## src/rtl/rklf_pkg.sv

```systemverilog
// Shared types, constants and the fixed key-position map of the reactive LED fader.
package rklf_pkg;

  localparam int LED_COUNT      = 28;
  localparam int POSITION_COUNT = 44;
  localparam int LED_W          = (LED_COUNT > 1) ? $clog2(LED_COUNT) : 1;
  localparam int MAP_ENTRIES    = 44;

  localparam int QUEUE_DEPTH = 2;
  localparam int QPTR_W      = $clog2(QUEUE_DEPTH);
  localparam int QCNT_W      = $clog2(QUEUE_DEPTH + 1);

  localparam int QUOT_W = 8;
  localparam int STEP_W = $clog2(QUOT_W);

  localparam logic [7:0]  FULL_LEVEL = 8'd255;
  localparam logic [15:0] FADE_RESET = 16'd400;
  localparam logic [4:0]  DARK_RESET = 5'd6;

  localparam logic MODE_KEY  = 1'b0;
  localparam logic MODE_TICK = 1'b1;

  typedef enum logic [0:0] {
    REG_FADE_MS   = 1'b0,
    REG_DARK_LEDS = 1'b1
  } reg_index_t;

  typedef enum logic [0:0] {
    CMD_STAMP  = 1'b0,
    CMD_RENDER = 1'b1
  } cmd_kind_t;

  typedef struct packed {
    logic        mode;
    logic [5:0]  key_position;
    logic        pressed;
    logic        local_source;
    logic [31:0] now_ms;
  } req_t;

  typedef struct packed {
    logic [4:0] led_index;
    logic [7:0] level;
    logic       last;
    logic       still_active;
  } led_t;

  typedef struct packed {
    cmd_kind_t   kind;
    logic [4:0]  led;
    logic [31:0] now_ms;
  } cmd_t;

  typedef struct packed {
    logic [15:0] fade_ms;
    logic [4:0]  dark_leds;
  } cfg_t;

  localparam logic [4:0] FIXED_MAP [0:MAP_ENTRIES-1] = '{
    5'd6,  5'd7,  5'd8,  5'd9,  5'd10, 5'd11, 5'd12, 5'd12, 5'd11, 5'd10, 5'd9,
    5'd8,  5'd7,  5'd6,  5'd13, 5'd14, 5'd15, 5'd16, 5'd17, 5'd18, 5'd18, 5'd17,
    5'd16, 5'd15, 5'd14, 5'd13, 5'd19, 5'd20, 5'd21, 5'd22, 5'd23, 5'd24, 5'd24,
    5'd23, 5'd22, 5'd21, 5'd20, 5'd19, 5'd25, 5'd26, 5'd27, 5'd27, 5'd26, 5'd25
  };

  // Positions past the fixed table map to LED 0.
  function automatic logic [4:0] map_position(input logic [5:0] pos);
    logic [4:0] led;
    led = 5'd0;
    if (7'(pos) < 7'(MAP_ENTRIES)) begin
      led = FIXED_MAP[pos];
    end
    return led;
  endfunction

endpackage

```

## src/rtl/rklf_front.sv

```systemverilog
// Front end: accepts items, drops ignored key events and queues stamp or render commands.
module rklf_front (
  input  logic          req_valid,
  output logic          req_stall,
  input  rklf_pkg::req_t req,
  input  logic          queue_full,
  output logic          push,
  output rklf_pkg::cmd_t push_cmd
);

  logic [4:0] map_led;
  logic       is_stamp;
  logic       is_tick;

  assign map_led = rklf_pkg::map_position(req.key_position);

  // A press from our own scanner at a mapped position that lands on a real LED.
  assign is_stamp = (req.mode == rklf_pkg::MODE_KEY) && req.pressed && req.local_source
                 && (7'(req.key_position) < 7'(rklf_pkg::POSITION_COUNT))
                 && (7'(map_led) < 7'(rklf_pkg::LED_COUNT));
  assign is_tick  = (req.mode == rklf_pkg::MODE_TICK);

  assign req_stall = queue_full;
  assign push      = req_valid && !queue_full && (is_stamp || is_tick);

  always_comb begin
    push_cmd.kind   = is_tick ? rklf_pkg::CMD_RENDER : rklf_pkg::CMD_STAMP;
    push_cmd.led    = map_led;
    push_cmd.now_ms = req.now_ms;
  end

endmodule

```

## src/rtl/rklf_queue.sv

```systemverilog
// Short command queue between the front end and the render engine.
module rklf_queue (
  input  logic                  clk,
  input  logic                  rst,
  input  logic                  push,
  input  rklf_pkg::cmd_t        push_cmd,
  output logic                  full,
  input  logic                  pop,
  output logic                  valid,
  output rklf_pkg::cmd_t        head
);

  rklf_pkg::cmd_t                slots [rklf_pkg::QUEUE_DEPTH];
  logic [rklf_pkg::QPTR_W-1:0]   wr_ptr;
  logic [rklf_pkg::QPTR_W-1:0]   rd_ptr;
  logic [rklf_pkg::QCNT_W-1:0]   count;

  assign full  = (count == rklf_pkg::QCNT_W'(rklf_pkg::QUEUE_DEPTH));
  assign valid = (count != '0);
  assign head  = slots[rd_ptr];

  always_ff @(posedge clk) begin
    if (rst) begin
      wr_ptr <= '0;
      rd_ptr <= '0;
      count  <= '0;
    end else begin
      if (push) begin
        wr_ptr <= wr_ptr + 1'b1;
      end
      if (pop) begin
        rd_ptr <= rd_ptr + 1'b1;
      end
      unique case ({push, pop})
        2'b10:   count <= count + 1'b1;
        2'b01:   count <= count - 1'b1;
        default: count <= count;
      endcase
    end
  end

  always_ff @(posedge clk) begin
    if (push) begin
      slots[wr_ptr] <= push_cmd;
    end
  end

endmodule

```

## src/rtl/rklf_back.sv

```systemverilog
// Render engine: applies stamps and walks the LEDs with a bit-serial divider per tick.
module rklf_back (
  input  logic           clk,
  input  logic           rst,
  input  rklf_pkg::cfg_t cfg,
  input  logic           cmd_valid,
  input  rklf_pkg::cmd_t cmd,
  output logic           cmd_pop,
  output logic           led_valid,
  input  logic           led_stall,
  output rklf_pkg::led_t led
);

  typedef enum logic [2:0] {
    ST_IDLE,
    ST_READ,
    ST_SUB,
    ST_CHECK,
    ST_DIV,
    ST_EMIT
  } state_t;

  state_t                         state;
  logic [31:0]                    stamp_mem [rklf_pkg::LED_COUNT];
  logic [31:0]                    stamp_rd;
  logic [rklf_pkg::LED_COUNT-1:0] fading;
  logic [rklf_pkg::LED_W-1:0]     idx;
  logic [rklf_pkg::LED_W-1:0]     cmd_led;
  logic [31:0]                    now_ms;
  logic [31:0]                    dt;
  logic [15:0]                    rem;
  logic [7:0]                     div_low;
  logic [7:0]                     quot;
  logic [rklf_pkg::STEP_W-1:0]    step;
  logic [7:0]                     level;
  logic                           fade_seen;

  logic                           is_last;
  logic                           lit;
  logic [23:0]                    scaled;
  logic [16:0]                    trial;
  logic [16:0]                    trial_sub;
  logic                           out_free;
  logic                           stamp_wr;

  assign cmd_led   = rklf_pkg::LED_W'(cmd.led);
  assign is_last   = (idx == rklf_pkg::LED_W'(rklf_pkg::LED_COUNT - 1));
  assign lit       = fading[idx] && (7'(idx) >= 7'(cfg.dark_leds));
  // dt * 255 as a shift and subtract; only the low 16 bits of dt matter once dt < fade_ms.
  assign scaled    = {dt[15:0], 8'd0} - {8'd0, dt[15:0]};
  assign trial     = {rem, div_low[7]};
  assign trial_sub = trial - {1'b0, cfg.fade_ms};
  assign out_free  = !led_valid || !led_stall;
  assign cmd_pop   = (state == ST_IDLE) && cmd_valid;
  assign stamp_wr  = cmd_pop && (cmd.kind == rklf_pkg::CMD_STAMP);

  always_ff @(posedge clk) begin
    if (stamp_wr) begin
      stamp_mem[cmd_led] <= cmd.now_ms;
    end
    if (state == ST_READ) begin
      stamp_rd <= stamp_mem[idx];
    end
  end

  always_ff @(posedge clk) begin
    if (rst) begin
      state      <= ST_IDLE;
      fading     <= '0;
      led_valid  <= 1'b0;
      idx        <= '0;
      fade_seen  <= 1'b0;
    end else begin
      // In ST_EMIT a taken item is replaced by the next one instead.
      if (led_valid && !led_stall && (state != ST_EMIT)) begin
        led_valid <= 1'b0;
      end
      unique case (state)
        ST_IDLE: begin
          if (cmd_valid) begin
            unique case (cmd.kind)
              rklf_pkg::CMD_STAMP: begin
                fading[cmd_led] <= 1'b1;
              end
              rklf_pkg::CMD_RENDER: begin
                now_ms     <= cmd.now_ms;
                idx        <= '0;
                fade_seen  <= 1'b0;
                state      <= ST_READ;
              end
              default: state <= ST_IDLE;
            endcase
          end
        end
        ST_READ: begin
          state <= ST_SUB;
        end
        ST_SUB: begin
          dt    <= now_ms - stamp_rd;
          state <= ST_CHECK;
        end
        ST_CHECK: begin
          level <= 8'd0;
          if (!lit) begin
            state <= ST_EMIT;
          end else if (dt >= {16'd0, cfg.fade_ms}) begin
            fading[idx] <= 1'b0;
            state       <= ST_EMIT;
          end else begin
            rem     <= scaled[23:8];
            div_low <= scaled[7:0];
            quot    <= 8'd0;
            step    <= '0;
            state   <= ST_DIV;
          end
        end
        ST_DIV: begin
          // One restoring-division step per cycle; the quotient fits in eight bits.
          if (!trial_sub[16]) begin
            rem <= trial_sub[15:0];
          end else begin
            rem <= trial[15:0];
          end
          div_low <= {div_low[6:0], 1'b0};
          quot    <= {quot[6:0], !trial_sub[16]};
          step    <= step + 1'b1;
          if (step == rklf_pkg::STEP_W'(rklf_pkg::QUOT_W - 1)) begin
            level      <= rklf_pkg::FULL_LEVEL - {quot[6:0], !trial_sub[16]};
            fade_seen  <= 1'b1;
            state      <= ST_EMIT;
          end
        end
        ST_EMIT: begin
          if (out_free) begin
            led_valid        <= 1'b1;
            led.led_index    <= 5'(idx);
            led.level        <= level;
            led.last         <= is_last;
            led.still_active <= is_last && fade_seen;
            if (is_last) begin
              state <= ST_IDLE;
            end else begin
              idx   <= idx + 1'b1;
              state <= ST_READ;
            end
          end
        end
        default: state <= ST_IDLE;
      endcase
    end
  end

endmodule

```

## src/rtl/reactive_key_led_fader_top.sv

```systemverilog
// Top level of the reactive LED fader: configuration registers and the front/queue/back chain.
// With an idle back end a key event is applied as the back end pops it from the queue, and
// a render tick gives its first LED item after the read, subtract and check states of LED 0.
// Each LED passes through read, subtract, check and emit states, a fading LED also through the
// 8-step serial divider; a stalled output holds emit, and the next command waits for the walk.
// Reset clears queue, fading bits and output valid; sets fade_ms 400 and dark_leds 6.
module reactive_key_led_fader_top (
  input  logic           clk,
  input  logic           rst,
  input  logic           req_valid,
  output logic           req_stall,
  input  rklf_pkg::req_t req,
  output logic           led_valid,
  input  logic           led_stall,
  output rklf_pkg::led_t led,
  input  logic           psel,
  input  logic           penable,
  input  logic           pwrite,
  input  logic [2:0]     paddr,
  input  logic [31:0]    pwdata,
  output logic [31:0]    prdata,
  output logic           pready
);

  rklf_pkg::cfg_t cfg;
  logic           cfg_write;
  logic           queue_full;
  logic           push;
  rklf_pkg::cmd_t push_cmd;
  logic           cmd_valid;
  logic           cmd_pop;
  rklf_pkg::cmd_t cmd;

  // The bus never waits; registers decode on address bit 2 alone.
  assign pready    = 1'b1;
  assign cfg_write = psel && penable && pwrite && pready;

  always_ff @(posedge clk) begin
    if (rst) begin
      cfg.fade_ms   <= rklf_pkg::FADE_RESET;
      cfg.dark_leds <= rklf_pkg::DARK_RESET;
    end else if (cfg_write) begin
      unique case (paddr[2])
        rklf_pkg::REG_FADE_MS:   cfg.fade_ms   <= pwdata[15:0];
        rklf_pkg::REG_DARK_LEDS: cfg.dark_leds <= pwdata[4:0];
        default:                 cfg.fade_ms   <= cfg.fade_ms;
      endcase
    end
  end

  always_comb begin
    unique case (paddr[2])
      rklf_pkg::REG_FADE_MS:   prdata = {16'd0, cfg.fade_ms};
      rklf_pkg::REG_DARK_LEDS: prdata = {27'd0, cfg.dark_leds};
      default:                 prdata = 32'd0;
    endcase
  end

  // The front end sorts items: ignored key events are taken and dropped, useful
  // ones become commands in the queue, which stalls the input only when full.
  rklf_front u_front (
    .req_valid  (req_valid),
    .req_stall  (req_stall),
    .req        (req),
    .queue_full (queue_full),
    .push       (push),
    .push_cmd   (push_cmd)
  );

  rklf_queue u_queue (
    .clk      (clk),
    .rst      (rst),
    .push     (push),
    .push_cmd (push_cmd),
    .full     (queue_full),
    .pop      (cmd_pop),
    .valid    (cmd_valid),
    .head     (cmd)
  );

  // The back end runs one command at a time; its output register lets the LED
  // walk continue while the previous item still waits to be taken.
  rklf_back u_back (
    .clk       (clk),
    .rst       (rst),
    .cfg       (cfg),
    .cmd_valid (cmd_valid),
    .cmd       (cmd),
    .cmd_pop   (cmd_pop),
    .led_valid (led_valid),
    .led_stall (led_stall),
    .led       (led)
  );

endmodule

```

## config.mk

```make
export PLATFORM = sky130hd
export DESIGN_NAME = reactive_key_led_fader_top
export DESIGN_NICKNAME = d
export VERILOG_FILES = /design/src/rtl/rklf_pkg.sv /design/src/rtl/rklf_front.sv /design/src/rtl/rklf_queue.sv /design/src/rtl/rklf_back.sv /design/src/rtl/reactive_key_led_fader_top.sv
export SDC_FILE = /design/constraint.sdc
export NUM_CORES = 1
export LEC_CHECK = 0
export ABC_AREA = 1
export BUFFER_PORTS_ARGS = -buffer_cell sky130_fd_sc_hd__buf_4
export CORE_UTILIZATION = 50
export DETAILED_ROUTE_END_ITERATION = 8
export PLACE_DENSITY = 0.72
export REMOVE_ABC_BUFFERS = 1
export SLEW_MARGIN = 20
export SYNTH_ARGS = -nofsm -noshare
export SYNTH_HDL_FRONTEND = slang
export SYNTH_SLANG_ARGS = --single-unit
```

## constraint.sdc

```tcl
create_clock -name clk -period 4.9 [get_ports clk]
set_input_delay 0.735 -clock clk [delete_from_list [all_inputs] [get_ports clk]]
set_output_delay 0.735 -clock clk [all_outputs]
set_load 0.005 [all_outputs]
```

Word-level counts from Yosys, hierarchy flattened
Memories as Yosys holds them, arrays and structs flattened. A register that Yosys moved wholly into a read port is not among the register bits.
Cells that the tools add are included.
{"block": "totals", "register_bits": 184, "ramBits": 972, "mem_bits_ro": 320, "output_inout_bits": 50, "mem_count": 3}
{"memory": "u_back.stamp_mem", "words": 28, "width": 32, "read_ports": 1, "rd_clocked_by_memory_dff": 1, "wr": 1, "line_no": "rklf_back.sv:24", "source": "logic [31:0] stamp_mem [rklf_pkg::LED_COUNT];"}
{"memory": "(no name shown)", "words": 64, "width": 5, "read_ports": 1, "rd_clocked_by_memory_dff": 0, "wr": 0, "line_no": "rklf_pkg.sv:71", "source": "led = FIXED_MAP[pos];"}
{"memory": "u_queue.slots", "words": 2, "width": 38, "read_ports": 1, "rd_clocked_by_memory_dff": 1, "wr": 1, "line_no": "rklf_queue.sv:13", "source": "rklf_pkg::cmd_t slots [rklf_pkg::QUEUE_DEPTH];"}
{"block": "classes", "n_addsub": 10, "n_lt_le_gt_ge": 9, "eq_ne": 20, "muxes": 58, "n_bitwise": 8, "n_reduce_logical": 40}
{"cell": "28-bit two-way mux", "count": 4}
{"cell": "32-bit case mux with 2 select lines", "count": 1}
{"cell": "28-bit case mux with 2 select lines", "count": 1}
{"cell": "16-bit two-way mux", "count": 3}
{"cell": "5-bit two-way mux", "count": 7}
{"cell": "32-bit by 16-bit greater-or-equal comparator with 1-bit output", "count": 1}
{"cell": "16-bit case mux with 2 select lines", "count": 1}
{"cell": "8-bit case mux with 2 select lines", "count": 2}
{"cell": "32-bit subtractor", "count": 1}
{"cell": "28-bit AND", "count": 1}
{"cell": "28-bit inverter", "count": 1}
{"cell": "28-bit OR", "count": 1}
{"cell": "8-bit two-way mux", "count": 3}
{"cell": "24-bit by 16-bit subtractor with 24-bit output", "count": 1}
{"cell": "3-bit two-way mux", "count": 7}
{"cell": "1-bit two-way mux", "count": 18}
{"cell": "3-bit case mux with 6 select lines", "count": 1}
{"cell": "17-bit by 16-bit subtractor with 17-bit output", "count": 1}
{"cell": "1-bit logical AND", "count": 16}
{"cell": "4-bit AND reduction", "count": 4}
{"cell": "7-bit two-way mux", "count": 2}
{"cell": "7-bit case mux with 2 select lines", "count": 1}
{"cell": "5-bit by 6-bit less-than comparator with 1-bit output (second input constant)", "count": 2}
{"cell": "2-bit by 1-bit inequality test with 1-bit output (second input constant)", "count": 6}
{"cell": "other kinds (34)", "count": 59}

Logic depth before layout (Yosys ltp)
Gate-level depths: netlist of run 1.
{"block": "logic_depth", "depth_word": 11, "ltp_mapped": 18, "ltp_nobuf": 17}

By module
From an unflattened synthesis of run 1, not the netlist that was laid out.
{"block": "hier_totals", "cells_unflattened": 4412, "area_unflattened_um2": 51421.8}
{"mod": "rklf_back", "instances": 1, "cells_each": 3930, "area_each_um2": 46377.0}
{"mod": "rklf_queue", "instances": 1, "cells_each": 151, "area_each_um2": 3049.2}
{"mod": "reactive_key_led_fader_top", "instances": 1, "cells_each": 188, "area_each_um2": 1183.6}
{"mod": "rklf_front", "instances": 1, "cells_each": 143, "area_each_um2": 812.0}

Worst setup path before layout of run 1
Ideal clock, no wire load.
{"block": "synth_timing", "path_kind": "reg-to-reg", "from": "register u_back.idx[0] (netlist name)", "to": "register u_back.div_low[0], enable pin", "t_arrival_ns": 3.692, "path_slack_ns": 0.771, "path_stages_with_launch": 16, "path_buffers": 5, "synth_period_minus_slack_ns": 4.129, "path_cell_list": "dfxtp_1 buf_2 inv_2 buf_2 buf_2 buf_2 buf_2 ha_1 nand2_1 inv_1 nand4_1 o311ai_0 nand2_1 nand2_4 nand2_1 a21oi_1"}
{"block": "synth_via", "elab_chain_len": 5}
{"element": "start, declared", "line_no": "rklf_back.sv:27", "source": "logic [rklf_pkg::LED_W-1:0] idx;"}
{"element": "start signal, assigned", "line_no": "rklf_back.sv:143", "source": "idx <= idx + 1'b1;"}
{"element": "1-bit binary-select mux with 5-bit select", "line_no": "rklf_back.sv:48", "source": "assign lit = fading[idx] && (7'(idx) >= 7'(cfg.dark_leds));"}
{"element": "1-bit two-way mux (implied by the code)", "line_no": "rklf_back.sv:48"}
{"element": "1-bit logical AND (*)", "line_no": "rklf_back.sv:48"}
{"element": "2-bit by 1-bit inequality test with 1-bit output (no line) (*)"}
{"element": "4-bit AND reduction (no line) (*)"}
{"element": "end signal, assigned", "line_no": "rklf_back.sv:111", "source": "div_low <= scaled[7:0];"}
{"element": "end signal, assigned", "line_no": "rklf_back.sv:124", "source": "div_low <= {div_low[6:0], 1'b0};"}
{"element": "end, declared", "line_no": "rklf_back.sv:32", "source": "logic [7:0] div_low;"}
Every way passes the cells marked *; elsewhere a longest branch is shown, timed or not. The select of a mux whose other input is x is not followed.
A chain may end at the register's enable or synchronous reset.

Worst setup path in the final report of run 1
{"block": "layout_timing", "from": "register u_back.idx[0] (netlist name)", "to": "register u_back.quot[5], enable pin"}
{"block": "layout_via", "elab_chain_len": 5}
{"element": "1-bit binary-select mux with 5-bit select", "line_no": "rklf_back.sv:48"}
{"element": "1-bit two-way mux (implied by the code)", "line_no": "rklf_back.sv:48"}
{"element": "1-bit logical AND (*)", "line_no": "rklf_back.sv:48"}
{"element": "2-bit by 1-bit inequality test with 1-bit output (no line) (*)"}
{"element": "4-bit AND reduction (no line) (*)"}
{"element": "end signal, assigned", "line_no": "rklf_back.sv:125", "source": "quot <= {quot[6:0], !trial_sub[16]};"}
{"element": "end, declared", "line_no": "rklf_back.sv:33", "source": "logic [7:0] quot;"}
Marked as above.

==> results of run 1 <==
==> flip-flops by register name (all words and copies together) (netlist names), 5 cells and up, named ones only <==
signal and cells:
cfg 21, u_back.div_low 8, u_back.dt 32, u_back.fading 28, u_back.idx 5, u_back.led 15, u_back.level 8, u_back.now_ms 32
u_back.quot 7, u_back.rem 16, u_back.stamp_mem 896, u_back.stamp_rd 32, u_queue.slots 76
==> report_power, final <==
part           leakage (nW)  total [mW]  switching, mW  internal [mW]
Clock                  1.87        8.97           3.80           5.18
Sequential             10.7        12.7          0.304           12.4
Combinational          7.35        5.43           3.91           1.53
==> worst min path at each step <==
| stage | start | end | slack (ns) | cells past startpoint |
|---|---|---|---|---|
| after floorplan | u_back.level[0] | u_back.led[2] | 0.40 | 0 |
| after global placement | u_back.level[5] | u_back.led[7] | 0.40 | 0 |
| after detailed placement | u_back.level[7] | u_back.led[9] | 0.40 | 0 |
| after CTS | req[12] | u_queue.slots[0][12] | 0.17 | 1 |
| after global routing | req[12] | u_queue.slots[0][12] | 0.18 | 1 |
| final | req[12] | u_queue.slots[0][12] | 0.21 | 1 |
==> cell usage in the layout (no fill, tap or decap), types with 93 or more instances in the layout <==
cell and count:
nand2_1 506, o22ai_1 229, o21ai_0 537, nand3_1 132
clkbuf_16 118, inv_1 219, ha_1 93, a21oi_1 120
edfxtp_1 1125, nor2_1 679, buf_4 161
==> critical path, delay by kind of cell (launching register included) <==
family	cells	cell delay, ns
fa+ha+maj	1	0.27
compound gates	2	1.11
flops	1	0.90
buf+inv	2	0.52
simple gates	3	0.41
==> per-layer routing <==
layer,vias to the layer above,track usage [%],wire [um]
met2,1687,39.8,60100
met5,-,0,0
li1,15600,-,-
met4,0,8.75,4290
met1,16700,34.8,52900
met3,262,4.15,12000
==> metrics by stage <==
step,hold slack (ns),setup slack [ns],setup TNS [ns],cells
6_report,0.207,1.38,0,5759
5_1_grt,0.175,1.14,0,5757
4_1_cts,0.169,1.39,0,5757
3_5_place_dp,0.405,1.24,0,5541
3_3_place_gp,0.404,1.29,0,5541
2_1_floorplan,0.400,-14.15,-1275.76,4072
==> cells by family after synthesis <==
logic type / count (synthesis) / synth area share (%)
AND/OR/NAND/NOR: 1444 / 11.6
flip-flops: 1189 / 69.4
AO/OA/AOI/OAI: 1021 / 11.4
buffers and inverters: 467 / 3.78
adder cells (fa/ha/maj): 95 / 2.38
XOR/XNOR: 43 / 0.745
multiplexers: 32 / 0.713
other: 2 / 0.0149
==> area by class of cell <==
| cell class | instances | area, um^2 |
|---|---|---|
| Tap cell | 1298 | 1620 |
| Clock buffer | 143 | 3060 |
| Timing Repair Buffer | 171 | 1410 |
| Multi-Input combinational cell | 2652 | 13900 |
| Fill cell | 8042 | 43400 |
| Antenna cell | 2 | 5.00 |
| Inverter | 231 | 880 |
| Clock inverter | 73 | 792 |
| Sequential cell | 1189 | 35100 |
==> flow_summary.ini, run 1 <==
[final_layout]
final_area_um2 = 56700
final_util_pct = 56.6
layout-drive-gt1-share_pct = 9.67
fin_nets = 4539
syn_to_final_growth_pct = 12.2

[timing]
hold_viol_final = 0
finalSetupViolations = 0
fmax_ghz = 0.284
relSlewSlack_pct = 33.2
slew_violations = 0
fin_crit_sh_pct = 71.8
worst_pin_slew_ns = 0.999
rsz0062_at_grt = false
period_needed_ns = 3.52
clock_skew_ns = 0.0377

[min_path]
min_path_type = in -> reg

[clocking]
clockBufferDepth = 3
htreeDepth = 3
hold_buffers = 0
cts_made_buffers = 116
clk_pin_slew_worst_paths_ns = 0.06
ctsResizeCount = 0
clock-sinks = 1189
cts_setup_buffers = 0
cts-root-buf = clkbuf_16
cts_tree = yes
clk_latency_ns = 0.71

[critical_path]
rr_worst_depth = 8
arrival_ns = 3.91
rr_startpoint = u_back.idx[0]
critPathLaunchType = flop
cp_common_cell = nand2_1
r2r_end = u_back.quot[5]
worstSetupPathType = reg -> reg
max_stage_delay_ns = 0.90
crit_chain = inv_8, ha_1, o311ai_0, nand2_1, nand2_4, nand2_1, a21oi_4, buf_4
regToRegSetupSlack_ns = 1.38
cp-endpoint = u_back.quot[5]
crit_path_end_kind = flop
cp_slowest_cell = dfxtp_4
startpoint = u_back.idx[0]
crit_path_max_fanout = 64
worstPathRequired_ns = 5.30

[synth]
yosysTopAreaCellShare_pct = 66.9
ys_warn_count = 0
avgSynthCellArea_um2 = 11.8
ys_seq_area_share_pct = 69.4
yosys.area.top_type = edfxtp_1
synth-edff-count = 1125
syn_area_um2 = 50500
async_flop_share_pct = 0
synthFlopType = edfxtp_1
yosys-top-cells-count = 1125 x edfxtp_1, 711 x nor2_1, 537 x o21ai_0
yosys-top-cells-area = edfxtp_1 67%, o21ai_0 5.3%, nor2_1 5.3%
ys_ff_latch = 1189
synthMostInstantiatedCell = edfxtp_1
synth_cell_type_count = 48
syn_inst = 4293

[run]
maxCapViolations = 0

[power_and_ir_drop]
power_density_nw_per_um2 = 479
ir_worst_vdd_v = 0.000336
leakagePower_nw = 19.9
total_power_mw = 27.1

[drt]
antenna_left = 0
wirelength_um = 129000
routedWlPerCell_um = 22.5
via_per_inst = 5.94
detail_route.iter0.violations = 4289
drc = 0
vias = 34200
drt_first_pass_iters = 6

[placed_design]
gp_congestion = 0.930
place_area_um2 = 52900
dp.final_hpwl_um = 73500
portBuffers = 97

[global_route]
grt_pass1_vias = 32100
grt_max_degree = 175
grtUsageTotal_pct = 24.9
grt_antenna_before_repair = 1
grt_pass1_wl_um = 193000
grt-ovfl-total = 0

[die]
coreArea_um2 = 100000
io_pins = 133
row_count = 116
start_util_pct = 50.5
die_area_um2 = 102000
die_x_um = 320
die_y_um = 320

[outcome]
outcome = completed
(Power assumes the default switching activity.)
==> inputs of run 2 (changes only) <==
- PLACE_DENSITY: 0.72 -> 0.75
- clock period: 4.9 -> 2.9 ns (I/O delays scaled with it)
==> run 2 against run 1 <==
Power is 67% higher. First-iteration DRC count is 4.8% higher. Routed wire length is essentially flat. Flip-flop and latch count unchanged. Combinational power grew 78%. Critical endpoint is now u_back.rem[14]. Maximum frequency grew 30%. Utilization grew 0.91 points. Worst hold slack lost 0.15 ns. Non-clock buffer count rose by 85. Sequential share of layout area down 0.97 points. Global-route usage hardly changed.
==> flow_summary.ini, run 2 (synthesis gave the netlist of run 1 again) <==
[outcome]
outcome = completed

[final_layout]
top_regs = u_back.stamp_mem: 896 flops, u_queue.slots: 76 flops
top_register = u_back.stamp_mem
layout_common_cells = 1125 x edfxtp_1, 678 x nor2_1, 537 x o21ai_0, 506 x nand2_1, 229 x o22ai_1
diodes = 0
fin_nets = 4621
largest_reg_flops = 896
layout-drive-gt1-share_pct = 10.3
final_common_cell = edfxtp_1
syn_to_final_growth_pct = 14.0

[clocking]
cts_made_buffers = 113
cts_setup_buffers = 0
htreeDepth = 3
clockBufferDepth = 3
cts-root-buf = clkbuf_16
clock-sinks = 1189
cts_tree = yes
clk_latency_ns = 0.70
clk_pin_slew_worst_paths_ns = 0.06

[min_path]
min_path_type = in -> reg
hold_depth = 3

[placed_design]
dp.final_hpwl_um = 73100
pre_cts_slack_ns = 0.159
portBuffers = 97
gp_congestion = 0.907

[timing]
finalSetupViolations = 0
period_needed_ns = 2.70
relSlewSlack_pct = 39.1
fmax_ghz = 0.371
slew_violations = 0
worst_pin_slew_ns = 0.914
clock_skew_ns = 0.0543
fin_crit_sh_pct = 93.1
hold_viol_final = 0
rsz0062_at_grt = false
layout_setup_ws_ns = 0.201

[global_route]
grtUsageTotal_pct = 24.9
grt_max_degree = 177
grt_pass1_wl_um = 195000
grt-ovfl-total = 0
grt_antenna_before_repair = 0
grt_pass1_vias = 33100

[critical_path]
worstPathRequired_ns = 3.22
cp_num_cells = 9
rr_worst_depth = 9
cp_slowest_cell = edfxtp_1
crit_chain = ha_1, nand2_1, nand2_1, nor2_1, nand3_1, nor2_1, nand3_1, a21oi_4, buf_4
worstSetupPathType = reg -> reg
max_stage_delay_ns = 0.42
critPathLaunchType = flop
crit_path_end_kind = flop
cp_top_family = simple AND/OR/NAND/NOR gates
critical_path_buf_inv_count = 1
arrival_ns = 3.02
crit_path_max_fanout = 25

[drt]
drt_first_pass_iters = 6
detail_route.iter0.violations = 4494
drc = 0
vias = 34700
wirelength_um = 129000
via_per_inst = 5.95
antenna_left = 0
routedWlPerCell_um = 22.2

[power_and_ir_drop]
total_power_mw = 45.3
power_density_nw_per_um2 = 786
ir_worst_vdd_v = 0.000541
leakagePower_nw = 20.3

[die]
die_area_um2 = 102000
coreArea_um2 = 100000
start_util_pct = 50.5
die_y_um = 320
row_count = 116
die_x_um = 320
io_pins = 133

[run]
maxCapViolations = 0
-- run 2: cell count changes in the layout (fill, tap and decap cells not counted), sizes merged --
cell         change
bufinv           -7
clkinv           +6
dlygate4sd3     +39
clkinvlp         -3
inv              -3
buf             +46
diode            -2
-- run 2: repair_timing --
action	4_1_cts	5_1_grt
endpoints found under the hold margin	73	0
resized for setup	0	1
hold buffers	39	0
setup endpoints to repair	0	11
-- run 2: per-layer routing --
layer	global-route usage, %	share of wire, %	vias to the layer above
met5	0	0	-
met4	8.51	3.2	0
met3	3.64	9.9	278
met2	40.4	47	1938
met1	34.6	40	16800
li1	-	-	15700
-- run 2: where the power goes --
group / switching (mW) / internal, mW / total, mW
combinational: 6.83 / 2.84 / 9.67
clock: 6.25 / 7.98 / 14.2
sequential: 0.371 / 21.0 / 21.4
total: 13.4 / 31.8 / 45.3
-- run 2: tightest hold or removal path, cell delays in order --
cell,delay (ns)
buf_4,0.07
o21ai_0,0.08
a21oi_1,0.11
-- run 2: worst paths after layout --
path / startpoint / to / slack, ns
min: pwdata[5] / cfg[10] / 0.05
max reg2reg: u_back.dt[15] / u_back.rem[14] / 0.20
max: u_back.dt[15] / u_back.rem[14] / 0.20
min reg2reg: u_back.level[3] / u_back.led[5] / 0.42
-- run 2: cell type report --
class                      instances  area [um^2]
sequential                      1189        35100
fill                            7776        42500
inverter                         231          880
multi-input combinational       2652        13900
clock inverter                    66          577
tap                             1298         1620
timing repair buffer             256         2580
clock buffer                     143         3010
-- run 2: through the flow --
step                instances  hold slack [ns]  util, %  TNS (ns)  area, um^2
global placement         5587            0.403     53.6         0       53600
detailed placement       5587            0.405     53.6         0       53600
floorplan                4072            0.400        -  -2447.04       49500
finish                   5835           0.0537     57.5         0       57600
global route             5835           0.0422     57.5         0       57600
CTS                      5835           0.0115     57.5         0       57600
